File: src/hw/rtl/ppmfd_pkg.sv
// Package for the PPM frame decoder: widths, reset values, result kinds,
// register indexes and the controller state type.
// Used by every module of the decoder; depends on nothing.
package ppmfd_pkg;

  localparam int CHANNELS_DEF = 8;

  localparam int TIME_W  = 16;
  localparam int SLOT_W  = 16;
  localparam int KIND_W  = 2;
  localparam int CHIDX_W = 4;
  localparam int ADDR_W  = 4;
  localparam int DATA_W  = 32;

  // Output tdata: channel_index then pulse_width, padded to whole bytes.
  localparam int OUT_DATA_W = ((CHIDX_W + SLOT_W + 7) / 8) * 8;

  localparam logic [TIME_W-1:0] SYNC_GAP_RESET  = 16'd2500;
  localparam logic [TIME_W-1:0] MIN_PULSE_RESET = 16'd800;
  localparam logic [TIME_W-1:0] MAX_PULSE_RESET = 16'd2200;
  localparam logic [SLOT_W-1:0] SLOT_RESET      = 16'd1500;

  localparam logic [KIND_W-1:0] KIND_ACCEPT = 2'd0;
  localparam logic [KIND_W-1:0] KIND_SYNC   = 2'd1;
  localparam logic [KIND_W-1:0] KIND_REJECT = 2'd2;
  localparam logic [KIND_W-1:0] KIND_FRAME  = 2'd3;

  localparam logic [1:0] REG_SYNC_GAP  = 2'd0;
  localparam logic [1:0] REG_MIN_PULSE = 2'd1;
  localparam logic [1:0] REG_MAX_PULSE = 2'd2;

  typedef struct packed {
    logic [TIME_W-1:0] sync_gap_us;
    logic [TIME_W-1:0] min_pulse_us;
    logic [TIME_W-1:0] max_pulse_us;
  } cfg_t;

  typedef enum logic [1:0] {
    ST_IDLE,
    ST_CLASS,
    ST_FRAME
  } state_t;

endpackage

File: src/hw/rtl/ppmfd_cell.sv
// One channel slot of the decoder's slot chain.
// Loads a new pulse width or takes its neighbor's value; uses ppmfd_pkg.
module ppmfd_cell (
  input  logic                           clk,
  input  logic                           rst,
  input  logic                           wr_en,
  input  logic                           rot_en,
  input  logic [ppmfd_pkg::SLOT_W-1:0]   wr_data,
  input  logic [ppmfd_pkg::SLOT_W-1:0]   nbr_data,
  output logic [ppmfd_pkg::SLOT_W-1:0]   slot
);

  always_ff @(posedge clk) begin
    if (rst) begin
      slot <= ppmfd_pkg::SLOT_RESET;
    end else if (rot_en) begin
      slot <= nbr_data;
    end else if (wr_en) begin
      slot <= wr_data;
    end
  end

endmodule

File: src/hw/rtl/ppmfd_cfg.sv
// Configuration registers of the decoder behind an APB-style port.
// Holds sync gap and pulse limits; uses ppmfd_pkg.
module ppmfd_cfg (
  input  logic                          clk,
  input  logic                          rst,
  input  logic                          psel,
  input  logic                          penable,
  input  logic                          pwrite,
  input  logic [ppmfd_pkg::ADDR_W-1:0]  paddr,
  input  logic [ppmfd_pkg::DATA_W-1:0]  pwdata,
  output logic [ppmfd_pkg::DATA_W-1:0]  prdata,
  output logic                          pready,
  output ppmfd_pkg::cfg_t               cfg
);

  logic       wr_req;
  logic [1:0] reg_idx;

  assign pready  = 1'b1;
  assign wr_req  = psel && penable && pwrite;
  assign reg_idx = paddr[3:2];

  always_ff @(posedge clk) begin
    if (rst) begin
      cfg.sync_gap_us  <= ppmfd_pkg::SYNC_GAP_RESET;
      cfg.min_pulse_us <= ppmfd_pkg::MIN_PULSE_RESET;
      cfg.max_pulse_us <= ppmfd_pkg::MAX_PULSE_RESET;
    end else if (wr_req) begin
      case (reg_idx)
        ppmfd_pkg::REG_SYNC_GAP:  cfg.sync_gap_us  <= pwdata[ppmfd_pkg::TIME_W-1:0];
        ppmfd_pkg::REG_MIN_PULSE: cfg.min_pulse_us <= pwdata[ppmfd_pkg::TIME_W-1:0];
        ppmfd_pkg::REG_MAX_PULSE: cfg.max_pulse_us <= pwdata[ppmfd_pkg::TIME_W-1:0];
        default: ;
      endcase
    end
  end

  always_comb begin
    unique case (reg_idx)
      ppmfd_pkg::REG_SYNC_GAP:  prdata = ppmfd_pkg::DATA_W'(cfg.sync_gap_us);
      ppmfd_pkg::REG_MIN_PULSE: prdata = ppmfd_pkg::DATA_W'(cfg.min_pulse_us);
      ppmfd_pkg::REG_MAX_PULSE: prdata = ppmfd_pkg::DATA_W'(cfg.max_pulse_us);
      default:                  prdata = '0;
    endcase
  end

endmodule

File: src/hw/rtl/ppm_frame_decoder.sv
// PPM frame decoder top level: edge stream in, classified results out.
// Instantiates ppmfd_cfg and a chain of ppmfd_cell; uses ppmfd_pkg.
//
// Each input request is the 16-bit microsecond timestamp of one signal edge.
// The edge is taken in the idle state, the gap to the previous edge is
// registered in that same cycle, and the gap is classified in the next one;
// a result that must wait for the output register holds the decoder there.
// A sync gap that closes a complete frame then reads the channel slots out of
// the cell chain by rotating it one position per cycle while the output side
// takes results; after a full turn each cell holds its own value again.
// Results go through an output register, so a new edge is taken while the
// last result still waits on the output.
module ppm_frame_decoder #(
  parameter int CHANNELS = ppmfd_pkg::CHANNELS_DEF
) (
  input  logic                              clk,
  input  logic                              rst,
  // Edge input.
  input  logic                              s_tvalid,
  output logic                              s_tready,
  input  logic [ppmfd_pkg::TIME_W-1:0]      s_tdata,   // [15:0] edge_time
  // Result output.
  output logic                              m_tvalid,
  input  logic                              m_tready,
  output logic [ppmfd_pkg::OUT_DATA_W-1:0]  m_tdata,   // [3:0] channel_index,
                                                       // [19:4] pulse_width, rest 0
  output logic [ppmfd_pkg::KIND_W-1:0]      m_tuser,   // [1:0] kind
  output logic                              m_tlast,
  // Configuration.
  input  logic                              psel,
  input  logic                              penable,
  input  logic                              pwrite,
  input  logic [ppmfd_pkg::ADDR_W-1:0]      paddr,
  input  logic [ppmfd_pkg::DATA_W-1:0]      pwdata,
  output logic [ppmfd_pkg::DATA_W-1:0]      prdata,
  output logic                              pready
);

  localparam int CNT_W = $clog2(CHANNELS + 1);
  localparam logic [CNT_W-1:0] FULL_CNT = CNT_W'(CHANNELS);
  localparam logic [CNT_W-1:0] LAST_CNT = CNT_W'(CHANNELS - 1);

  ppmfd_pkg::cfg_t   cfg;
  ppmfd_pkg::state_t state, state_next;

  logic [ppmfd_pkg::TIME_W-1:0]  prev_edge;
  logic [ppmfd_pkg::TIME_W-1:0]  gap;
  logic [CNT_W-1:0]              slots_filled;
  logic [CNT_W-1:0]              emit_cnt;

  logic [ppmfd_pkg::KIND_W-1:0]  out_kind, out_kind_next;
  logic [ppmfd_pkg::CHIDX_W-1:0] out_idx, out_idx_next;
  logic [ppmfd_pkg::SLOT_W-1:0]  out_width, out_width_next;
  logic                          out_last, out_last_next;
  logic                          out_load;

  logic out_free, in_take, is_sync, frame_full, in_range, emit_last;
  logic cell_wr, cell_rot, fill_clr, fill_inc;

  logic [ppmfd_pkg::SLOT_W-1:0] slot_val [CHANNELS];

  ppmfd_cfg u_cfg (
    .clk     (clk),
    .rst     (rst),
    .psel    (psel),
    .penable (penable),
    .pwrite  (pwrite),
    .paddr   (paddr),
    .pwdata  (pwdata),
    .prdata  (prdata),
    .pready  (pready),
    .cfg     (cfg)
  );

  // Cell i reads from cell i+1 (the last cell from cell 0) while rotating; the head cell feeds the output.
  for (genvar i = 0; i < CHANNELS; i++) begin : g_cell
    ppmfd_cell u_cell (
      .clk      (clk),
      .rst      (rst),
      .wr_en    (cell_wr && (slots_filled == CNT_W'(i))),
      .rot_en   (cell_rot),
      .wr_data  (gap),
      .nbr_data (slot_val[(i + 1) % CHANNELS]),
      .slot     (slot_val[i])
    );
  end

  assign out_free   = !m_tvalid || m_tready;
  assign s_tready   = (state == ppmfd_pkg::ST_IDLE);
  assign in_take    = s_tvalid && s_tready;
  assign is_sync    = gap > cfg.sync_gap_us;
  assign frame_full = slots_filled >= FULL_CNT;
  assign in_range   = !(gap > cfg.max_pulse_us || gap < cfg.min_pulse_us);
  assign emit_last  = (emit_cnt == LAST_CNT);

  always_comb begin
    state_next = state;
    unique case (state)
      ppmfd_pkg::ST_IDLE: begin
        if (in_take) begin
          state_next = ppmfd_pkg::ST_CLASS;
        end
      end
      ppmfd_pkg::ST_CLASS: begin
        if (is_sync && frame_full) begin
          state_next = ppmfd_pkg::ST_FRAME;
        end else if (out_free) begin
          state_next = ppmfd_pkg::ST_IDLE;
        end
      end
      ppmfd_pkg::ST_FRAME: begin
        if (out_free && emit_last) begin
          state_next = ppmfd_pkg::ST_IDLE;
        end
      end
      default: state_next = ppmfd_pkg::ST_IDLE;
    endcase
  end

  always_comb begin
    out_load       = 1'b0;
    out_kind_next  = ppmfd_pkg::KIND_ACCEPT;
    out_idx_next   = '0;
    out_width_next = gap;
    out_last_next  = 1'b1;
    cell_wr        = 1'b0;
    cell_rot       = 1'b0;
    fill_clr       = 1'b0;
    fill_inc       = 1'b0;
    unique case (state)
      ppmfd_pkg::ST_CLASS: begin
        if (is_sync && frame_full) begin
          fill_clr = 1'b1;
        end else if (out_free) begin
          out_load = 1'b1;
          if (is_sync) begin
            out_kind_next = ppmfd_pkg::KIND_SYNC;
            fill_clr      = 1'b1;
          end else if (!in_range) begin
            out_kind_next = ppmfd_pkg::KIND_REJECT;
          end else begin
            out_kind_next = ppmfd_pkg::KIND_ACCEPT;
            cell_wr       = !frame_full;
            fill_inc      = !frame_full;
          end
        end
      end
      ppmfd_pkg::ST_FRAME: begin
        if (out_free) begin
          out_load       = 1'b1;
          out_kind_next  = ppmfd_pkg::KIND_FRAME;
          out_idx_next   = ppmfd_pkg::CHIDX_W'(emit_cnt);
          out_width_next = slot_val[0];
          out_last_next  = emit_last;
          cell_rot       = 1'b1;
        end
      end
      default: ;
    endcase
  end

  always_ff @(posedge clk) begin
    if (rst) begin
      state        <= ppmfd_pkg::ST_IDLE;
      prev_edge    <= '0;
      slots_filled <= '0;
      emit_cnt     <= '0;
      m_tvalid     <= 1'b0;
    end else begin
      state <= state_next;
      if (in_take) begin
        prev_edge <= s_tdata;
      end
      if (fill_clr) begin
        slots_filled <= '0;
      end else if (fill_inc) begin
        slots_filled <= slots_filled + 1'b1;
      end
      if (cell_rot) begin
        emit_cnt <= emit_last ? '0 : emit_cnt + 1'b1;
      end
      if (out_load) begin
        m_tvalid <= 1'b1;
      end else if (m_tready) begin
        m_tvalid <= 1'b0;
      end
    end
  end

  // Payload registers.
  always_ff @(posedge clk) begin
    if (in_take) begin
      gap <= s_tdata - prev_edge;
    end
    if (out_load) begin
      out_kind  <= out_kind_next;
      out_idx   <= out_idx_next;
      out_width <= out_width_next;
      out_last  <= out_last_next;
    end
  end

  assign m_tuser = out_kind;
  assign m_tlast = out_last;
  assign m_tdata = ppmfd_pkg::OUT_DATA_W'({out_width, out_idx});

endmodule

File: config.mk
export PLATFORM = sky130hd
export DESIGN_NAME = ppm_frame_decoder
export DESIGN_NICKNAME = d
export VERILOG_FILES = /design/src/hw/rtl/ppmfd_pkg.sv /design/src/hw/rtl/ppmfd_cell.sv /design/src/hw/rtl/ppmfd_cfg.sv /design/src/hw/rtl/ppm_frame_decoder.sv
export SDC_FILE = /design/constraint.sdc
export NUM_CORES = 1
export LEC_CHECK = 0
export ABC_AREA = 1
export BUFFER_PORTS_ARGS = -buffer_cell sky130_fd_sc_hd__buf_2
export CAP_MARGIN = 20
export CORE_MARGIN = 2
export CORE_UTILIZATION = 55
export DETAILED_ROUTE_END_ITERATION = 8
export GPL_TIMING_DRIVEN = 0
export PLACE_DENSITY = 0.86
export SLEW_MARGIN = 5
export SYNTH_ARGS = -nofsm -noshare
export SYNTH_HDL_FRONTEND = slang
export SYNTH_HIERARCHICAL = 1
export SYNTH_SLANG_ARGS = --single-unit
File: constraint.sdc
create_clock -name clk -period 8 [get_ports clk]
set_clock_uncertainty 0.2 [all_clocks]
set_input_delay 1.6 -clock clk [delete_from_list [all_inputs] [get_ports clk]]
set_output_delay 1.6 -clock clk [all_outputs]
set_load 0.01 [all_outputs]
Word-level counts from Yosys, hierarchy flattened
Index checks and enable logic that the tools add are counted.

word-level totals
  register bits after elaboration = 242
  input port bits = 59
  output and inout port bits = 62
  logic and storage cells = 124

operators by class
  add/sub/neg operators = 3
  $lt $le $gt $ge = 4
  equality and inequality tests = 15
  mux-type cells = 46
  reductions and logical operators = 35

operators by type and width
  cell                                                      number
  2-to-1 mux 16 bit                                         18
  one-hot mux 16 bit (3 select lines)                       1
  > comparator 16 bit                                       2
  equality test 4 x 3 -> 1 bit, second input constant       5
  2-to-1 mux 2 bit                                          9
  nonzero test 2 bit                                        9
  < comparator 16 bit                                       1
  subtractor 16 bit                                         1
  2-to-1 mux 1 bit                                          14
  logical AND 1 bit                                         13
  adder 4 x 1 -> 4 bit, second input constant               2
  equality test 4 x 2 -> 1 bit, second input constant       2
  AND reduction 2 bit                                       4
  one-hot mux 2 bit (3 select lines)                        1
  equality test 2 x 1 -> 1 bit, second input constant       2
  equality test 2 bit, second input constant                2
  equality test 4 x 1 -> 1 bit, second input constant       1
  greater-or-equal comparator 4 bit, second input constant  1
  zero test 2 bit                                           2
  zero test 4 bit                                           1
  2-to-1 mux 4 bit                                          1
  one-hot mux 2 bit (2 select lines)                        1
  inequality test 3 bit, second input constant              1
  AND reduction 3 bit                                       1
  other kinds (6)                                           8

Longest topological paths before layout
Gate-level depths: netlist of the first run.

  word-level depth = 10
  gate-level depth with buffers = 22
  depth with buffers taken out = 21

Modules after synthesis
Netlist of the first run, hierarchy kept.

modules (own cells, without submodules)
  module             instances  cells an instance  area an instance (um^2)  sequential area each (um^2)
  ppmfd_cell         8          108                793.3                    320.3
  ppm_frame_decoder  1          578                4,652.0                  1,711.6
  ppmfd_cfg          1          366                2,371.0                  960.9

Worst setup path before layout of the first run
OpenSTA, ideal clock, no wires.

  path kind = input port to output port
  start point = input port paddr[3] in the netlist's numbering
  end point = output port prdata[10] in the netlist's numbering
  data arrival time = 2,247 ps
  required time = 6,200 ps
  setup slack = 3,953 ps
  stages on the path = 4
  buffers on the path = 1
  cell sequence = nor2_2 buf_2 nand2_1 nand3_1

between the ends
  cells in the longest elaborated chain, start to end = 2
  elaborated cells between the ends (all ways) = 4
  classes of those cells = 2 x eq/ne; 1 x mux; 1 x reduce/logical

ends and longest elaborated chain
  item                                         line                     source
  start, declared                              ppm_frame_decoder.sv:33  input logic [ppmfd_pkg::ADDR_W-1:0] paddr,
  equality test 2 bit (tied with other cells)  ppmfd_cfg.sv:39          unique case (reg_idx)
  one-hot mux 16 bit (3 select lines) *        ppmfd_cfg.sv:39
  end, declared                                ppm_frame_decoder.sv:35  output logic [ppmfd_pkg::DATA_W-1:0] prdata,

Mark *: on every way between the ends. The rest lies on a longest branch, timed or not.

Worst setup path in the final report of the first run
  start point = input port paddr[3] in the netlist's numbering
  end point = output port prdata[14] in the netlist's numbering

Same word-level chain as after synthesis.

==> reports/metrics.yaml, run 1 <==
final_layout:
  antennaDiodeCount: 0
  syn_to_final_growth_pct: 13.6
  final_area_mm2: 0.0152
  drive_gt1_frac: 0.156
  n_fill_cell: 2090
  final_nets: 2068
worst_setup_path:
  crit_family: "simple AND/OR/NAND/NOR gates"
  critPathLaunchType: "input pin"
  path_cells: "buf_2, nor2_2, buf_2, nand2_1, nand3_1, buf_2"
  critPathCaptureType: "output pin"
  critPathMaxStageDelay_ps: 480
  crit_slowest_cell: "nor2_2"
  critPathRequiredTime_ps: 6200
  cp_max_fo: 10
  path_class: "in2out"
  cp.arrival_ps: 2920
  crit_top_cell: "buf_2"
  cp.buffers_inverters: 3
synthesis:
  synth_cell_type_count: 43
  ys_seq_area_frac: 0.392
  syn-cell-area_mm2: 0.0134
  synth_edf_count: 39
  async_flop_share: 0
  synth-seq-cells: 242
  ys.flop_type: "dfxtp_1"
  yosys_warnings: 6
  synthesis.instances: 1808
  syn_area_per_cell_um2: 7.39
global_route:
  met2_usage: 0.469
  grt_max_degree: 20
  use_met3: 0.0499
  grtUsageTotal: 0.283
  first_global_vias: 11900
  top_usage_layer: "met2"
  antenna_found_initial: 0
  grt_pass1_wl_um: 58900
  overflow: 0
  grtUsageMet1: 0.363
sta:
  setup_viol: 0
  fmax_ghz: 0.212
  whs_ps: 255
  worst_slew_pin_slew_ps: 873
  relSlewSlack: 0.418
  final.setup.worst_slack_ps: 3280
  grt_setup_unrepaired: "false"
  slew_viol_final: 0
  finalCriticalPeriod_ps: 4720
  period_share: 0.590
  setup_tns_ps: 0
  hold_violations: 0
die:
  die_w_um: 160
  die_h_um: 160
  start_util: 0.555
  num_rows: 57
  fp.dieArea_mm2: 0.0256
  fp.coreArea_mm2: 0.0241
  ios: 121
place:
  placed_cell_area_mm2: 0.0143
  place_ws_ps: 3350
  port_buffers: 81
  gp_congestion: 0.925
  dp_hpwl_um: 26100
clock_tree:
  htreeDepth: 1
  ctsHoldBuffers: 0
  worstSkewPairLatency_ps: 540
  clockBufferDepth: 3
  post_cts_buffers: 0
  root_buffer: "clkbuf_16"
  cts.sinks: 242
  cts.clk_slew.worst_paths_ps: 60
  cts_tree: "built"
  post_cts_resized: 0
  cts_buffers: 27
power_and_ir_drop:
  leakage_nw: 7.61
  ir_drop_mv: 0.152
  power.density_mw_per_mm2: 197
  power.total_mw: 2.99
route:
  drt-wirelength-per-cell_um: 16.0
  routed_wl_um: 36600
  vias: 12400
  ant_nets: 0
  drt_iter0_markers: 1307
  drc_errors: 0
  vias_per_cell: 5.41
  drt_first_pass_iters: 5
outcome:
  status: "completed"
min_path:
  hold_class: "reg2reg"
flow_run:
  drv_cap: 0
cells in the mapped netlist (all sizes together) (2+ instances only):
library cell,instances,area share
conb,3,0.00084
xor2,11,0.0072
a21o,2,0.0011
edfxtp,39,0.088
or2,2,0.00094
inv,219,0.063
nand3,279,0.12
buf,72,0.045
nor3,6,0.0030
o31ai,2,0.0011
clkbuf,17,0.0070
nor2,132,0.060
o21ai,39,0.016
nand4,5,0.0023
nand2,573,0.17
xnor2,6,0.0039
a21oi,121,0.046
ha,70,0.066
dfxtp,203,0.30
flip-flops by register name (all words and copies together), names as in the netlist:
name                count
gap                    16
prev_edge              16
m_tuser                 2
emit_cnt                4
state                   2
m_tvalid                1
out_width              16
out_idx                 4
g_cell.u_cell/slot    128
m_tlast                 1
slots_filled            4
u_cfg/cfg              48
worst min-delay path: cells and delay by family, from the launching register on:
family | cells | cell delay, ps
buf+inv | 1 | 60
compound gates | 1 | 60
flops | 1 | 290
path summary, 6_finish.rpt:
kind                             startpoint                                      to  slack (ps)  cells after the start
setup / recovery                   paddr[3]                              prdata[14]        3280                      6
hold / removal    prev_edge[4]$_SDFFE_PP0P_               prev_edge[4]$_SDFFE_PP0P_         250                      2
setup reg to reg           gap[9]$_DFFE_PP_  g_cell[4].u_cell/slot[10]$_SDFFE_PP1P_        4150                     17
hold reg to reg   prev_edge[4]$_SDFFE_PP0P_               prev_edge[4]$_SDFFE_PP0P_         250                      2
kinds of logic (layout without fill, tap and decap cells):
group	after synthesis	count (layout)	synth area share
AND/OR/NAND/NOR	998	998	0.348
XOR/XNOR	17	17	0.0111
other	3	21	0.000842
AO/OA/AOI/OAI	169	169	0.0666
adder cells (fa/ha/maj)	71	71	0.0670
flip-flops	242	242	0.392
buffers and inverters	308	441	0.115
report_power, final:
group	internal, mW	switching [mW]	leakage (nW)	total (mW)
logic	0.134	0.223	5.17	0.356
registers	1.28	0.0911	2.01	1.37
clock network	0.757	0.501	0.435	1.26
total	2.17	0.815	7.61	2.99
cell type report:
type,instances,area (µm²),area share
multi-input cells,1276,6670,0.439
flip-flops and latches,242,5240,0.345
clock inverters,10,130,0.00857
repair buffers,83,448,0.0295
clock buffers,40,764,0.0503
inverters,219,842,0.0554
well taps,324,405,0.0267
plain buffers,89,694,0.0457
routing by layer:
layer,up-vias,part of all wire
li1,6018,-
met1,5611,0.41
met2,610,0.46
met3,119,0.092
met4,0,0.040
met5,-,0
placed cells by master, fill, tap and decap left out, types with 4 or more instances in the layout:
cell type	n
o21ai_0	31
nand2_2	27
nand2_1	546
clkinv_1	4
buf_6	16
nor2_1	108
conb_1	21
inv_4	8
nor2_8	17
xor2_1	11
dfxtp_1	203
buf_1	10
nand4_1	5
buf_8	9
nand3_2	26
inv_2	20
nor3_1	4
edfxtp_1	39
clkbuf_8	4
xnor2_1	6
nand3_1	252
buf_4	29
clkbuf_1	18
ha_1	70
clkbuf_16	27
clkbuf_4	8
o21ai_2	5
a21oi_1	120
buf_2	90
inv_1	191
nor2_2	4
metrics by stage:
stage | utilization | cells
global route | 0.630 | 2283
CTS | 0.630 | 2283
floorplan | - | 1826
detailed placement | 0.593 | 2233
finish | 0.630 | 2283
global placement | 0.591 | 2231
No activity file was read; power rests on OpenSTA's default activity.
==> run 2, diff against run 1 <==
--- a/config.mk
+++ b/config.mk
@@ -5,14 +5,14 @@
 export SDC_FILE = /design/constraint.sdc
 export NUM_CORES = 1
 export LEC_CHECK = 0
-export ABC_AREA = 1
+export ABC_AREA = 0
 export BUFFER_PORTS_ARGS = -buffer_cell sky130_fd_sc_hd__buf_2
 export CAP_MARGIN = 20
 export CORE_MARGIN = 2
-export CORE_UTILIZATION = 55
+export CORE_UTILIZATION = 54
 export DETAILED_ROUTE_END_ITERATION = 8
 export GPL_TIMING_DRIVEN = 0
-export PLACE_DENSITY = 0.86
+export PLACE_DENSITY = 0.87
 export SLEW_MARGIN = 5
 export SYNTH_ARGS = -nofsm -noshare
 export SYNTH_HDL_FRONTEND = slang
==> constraint.sdc (replaced) <==
create_clock -name clk -period 4.1 [get_ports clk]
set_clock_uncertainty 0.2 [all_clocks]
set_input_delay 0.82 -clock clk [delete_from_list [all_inputs] [get_ports clk]]
set_output_delay 0.82 -clock clk [all_outputs]
set_load 0.01 [all_outputs]
==> reports/metrics.yaml, run 2 <==
outcome:
  status: "completed"
worst_setup_path:
  path_class: "reg2reg"
  crit_start: "gap[10]$_DFFE_PP_"
  cp-endpoint: "g_cell[7].u_cell/slot[2]$_SDFFE_PP1P_"
  crit_slowest_cell: "edfxtp_1"
  critPathRequiredTime_ps: 4290
  r2r_end: "g_cell[7].u_cell/slot[2]$_SDFFE_PP1P_"
  cp.arrival_ps: 4120
  cp_max_fo: 12
  critPathLaunchType: "register"
  reg2reg_from: "gap[10]$_DFFE_PP_"
  r2r_slack_ps: 170
  path_cells: "ha_1, and2_1, a221o_1, a221o_1, a2bb2oi_1, nand4b_4, nor3_1, buf_6, buf_12, mux2i_1, a21oi_1"
  r2r_cells: 11
  crit_top_cell: "a221o_1"
  critPathMaxStageDelay_ps: 820
  critPathCaptureType: "register"
final_layout:
  final_area_mm2: 0.0149
  largest-register: "g_cell.u_cell/slot"
  n_fill_cell: 1855
  final_cell_mix: "dfxtp_1, mux2i_1, nand2_1"
  largest_register_ffs: 128
  syn_to_final_growth_pct: 14.5
  top_regs: "g_cell.u_cell/slot (128), u_cfg/cfg (48)"
  drive_gt1_frac: 0.148
  final_core_util: 0.633
  final_nets: 1614
  final_common_cell: "dfxtp_1"
global_route:
  top_usage_layer: "met2"
  grtUsageTotal: 0.253
  grt_max_degree: 65
  use_met3: 0.0375
  antenna_found_initial: 1
  grtUsageMet1: 0.337
  met2_usage: 0.417
  first_global_vias: 10500
  overflow: 0
  grt_pass1_wl_um: 52900
power_and_ir_drop:
  p_sw_mw: 1.47
  leakage_nw: 5.88
  comb_power_share: 0.101
  power.density_mw_per_mm2: 390
  internal_power_mw: 4.34
  pwr-share-clk: 0.450
  ir_drop_mv: 0.315
  swShare: 0.253
  power.share.sequential: 0.450
die:
  die_h_um: 159
  fp.dieArea_mm2: 0.0254
  start_util: 0.553
  ios: 121
  num_rows: 56
  fp.coreArea_mm2: 0.0235
  die_w_um: 159
clock_tree:
  cts.clk_slew.worst_paths_ps: 60
  cts_buffers: 26
  root_buffer: "clkbuf_16"
  cts.sinks: 242
  post_cts_buffers: 0
  cts_tree: "built"
  ctsHoldBuffers: 0
  htreeDepth: 1
  clockBufferDepth: 3
  worstSkewPairLatency_ps: 540
route:
  drt-wirelength-per-cell_um: 18.0
  vias: 10400
  vias_per_cell: 5.68
  drt_iter0_markers: 902
  ant_nets: 0
  routed_wl_um: 32900
  drt_first_pass_iters: 5
  drc_errors: 0
synthesis:
  yosys_warnings: 6
  yosysTopAreaCell: "dfxtp_1"
  ys.flop_type: "dfxtp_1"
  syn_area_per_cell_um2: 9.60
  synth_mux_area_frac: 0.148
  async_flop_share: 0
  synth_edf_count: 39
  synth_common_cells: "dfxtp_1, mux2i_1, nand2_1"
  yosysTopAreaCellShare: 0.312
  synth_compound_area_frac: 0.119
  synth_simple_gate_area_share: 0.176
  syn-cell-area_mm2: 0.0130
  synthesis.instances: 1355
  synth_cell_type_count: 61
  synth-adder-area-share: 0.0689
  yosys-top-cells-area: "dfxtp_1, mux2i_1, edfxtp_1"
  synth.most_common_cell: "dfxtp_1"
  ys_seq_area_frac: 0.402
  synthXorXnorAreaFrac: 0.0101
  synth_top_family_by_area: "simple AND/OR/NAND/NOR gates"
  synth-seq-cells: 242
sta:
  worst_slew_pin_slew_ps: 778
  grt_setup_unrepaired: "false"
  hold_violations: 0
  slew_viol_final: 0
  setup_tns_ps: 0
  relSlewSlack: 0.482
  final.setup.worst_slack_ps: 169
  period_share: 0.959
  fmax_ghz: 0.254
  setup_viol: 0
  finalCriticalPeriod_ps: 3930
flow_run:
  drv_cap: 0
place:
  place_ws_ps: 98.6
  gp_congestion: 0.882
  dp_hpwl_um: 23100
  placed_cell_area_mm2: 0.0139
  port_buffers: 81
min_path:
  hold_class: "reg2reg"
[run 2: critical path: cells and delay by family (launching register included)]
family	cells	cell delay, ps
flip-flops	1	820
multiplexers	1	210
adder cells (fa/ha/maj)	1	370
AND/OR/NAND/NOR	3	750
buffers and inverters	2	390
AO/OA/AOI/OAI	4	1030
[run 2: cells by family after synthesis]
family,after synthesis
AO/OA/AOI/OAI,246
XOR/XNOR,15
adder cells (fa/ha/maj),71
buffers and inverters,173
flip-flops,242
multiplexers,193
other,3
AND/OR/NAND/NOR,412
[run 2: metrics by stage]
step / std cells / total power, mW / hold WS [ps]
final: 1823 / 5.81 / 255
after floorplan: 1373 / 3.00 / 234
after detailed placement: 1774 / 3.22 / 247
after global routing: 1822 / 5.99 / 271
after CTS: 1821 / 5.81 / 256
after global placement: 1773 / 3.19 / 241
[run 2: power by group through the flow]
| stage | logic (mW) | registers (mW) | clock network (mW) |
|---|---|---|---|
| after CTS | 0.572 | 2.61 | 2.63 |
| after detailed placement | 0.563 | 2.66 | 0 |
| final | 0.586 | 2.61 | 2.61 |
| after floorplan | 0.410 | 2.60 | 0 |
| after global routing | 0.650 | 2.61 | 2.73 |
| after global placement | 0.535 | 2.65 | 0 |
[run 2: timing repair]
action | CTS | global route
endpoints found under the hold margin | 0 | 0
endpoints found under the setup margin | 0 | 4
resized for setup | 0 | 1
[run 2: final cells by class]
cell class                      count  area [µm²]  area share
Clock buffer                       38         840      0.0563
Buffer                             88         657      0.0441
Timing Repair Buffer               83         440      0.0296
Sequential cell                   242        5240       0.351
Tap cell                          319         399      0.0268
Clock inverter                      9         135     0.00907
Multi-Input combinational cell    958        6870       0.461
Inverter                           85         319      0.0214
Antenna cell                        1        2.50    0.000168
[run 2: per-layer routing]
metal  wire, µm  share of wire  vias to the layer above
met1      14500           0.44                     4925
li1           -              -                     4958
met4       1120          0.034                        0
met2      15000           0.46                      389
met5          0              0                        -
met3       2200          0.067                       85
[run 2: worst min path at each step]
| stage | startpoint | endpoint | slack [ps] | cells after the start |
|---|---|---|---|---|
| finish | prev_edge[11]$_SDFFE_PP0P_ | prev_edge[11]$_SDFFE_PP0P_ | 250 | 2 |
| global route | prev_edge[11]$_SDFFE_PP0P_ | prev_edge[11]$_SDFFE_PP0P_ | 270 | 2 |
| CTS | prev_edge[10]$_SDFFE_PP0P_ | prev_edge[10]$_SDFFE_PP0P_ | 260 | 2 |
| detailed placement | prev_edge[11]$_SDFFE_PP0P_ | prev_edge[11]$_SDFFE_PP0P_ | 250 | 2 |
| global placement | prev_edge[14]$_SDFFE_PP0P_ | prev_edge[14]$_SDFFE_PP0P_ | 240 | 2 |
| floorplan | prev_edge[0]$_SDFFE_PP0P_ | prev_edge[0]$_SDFFE_PP0P_ | 230 | 2 |
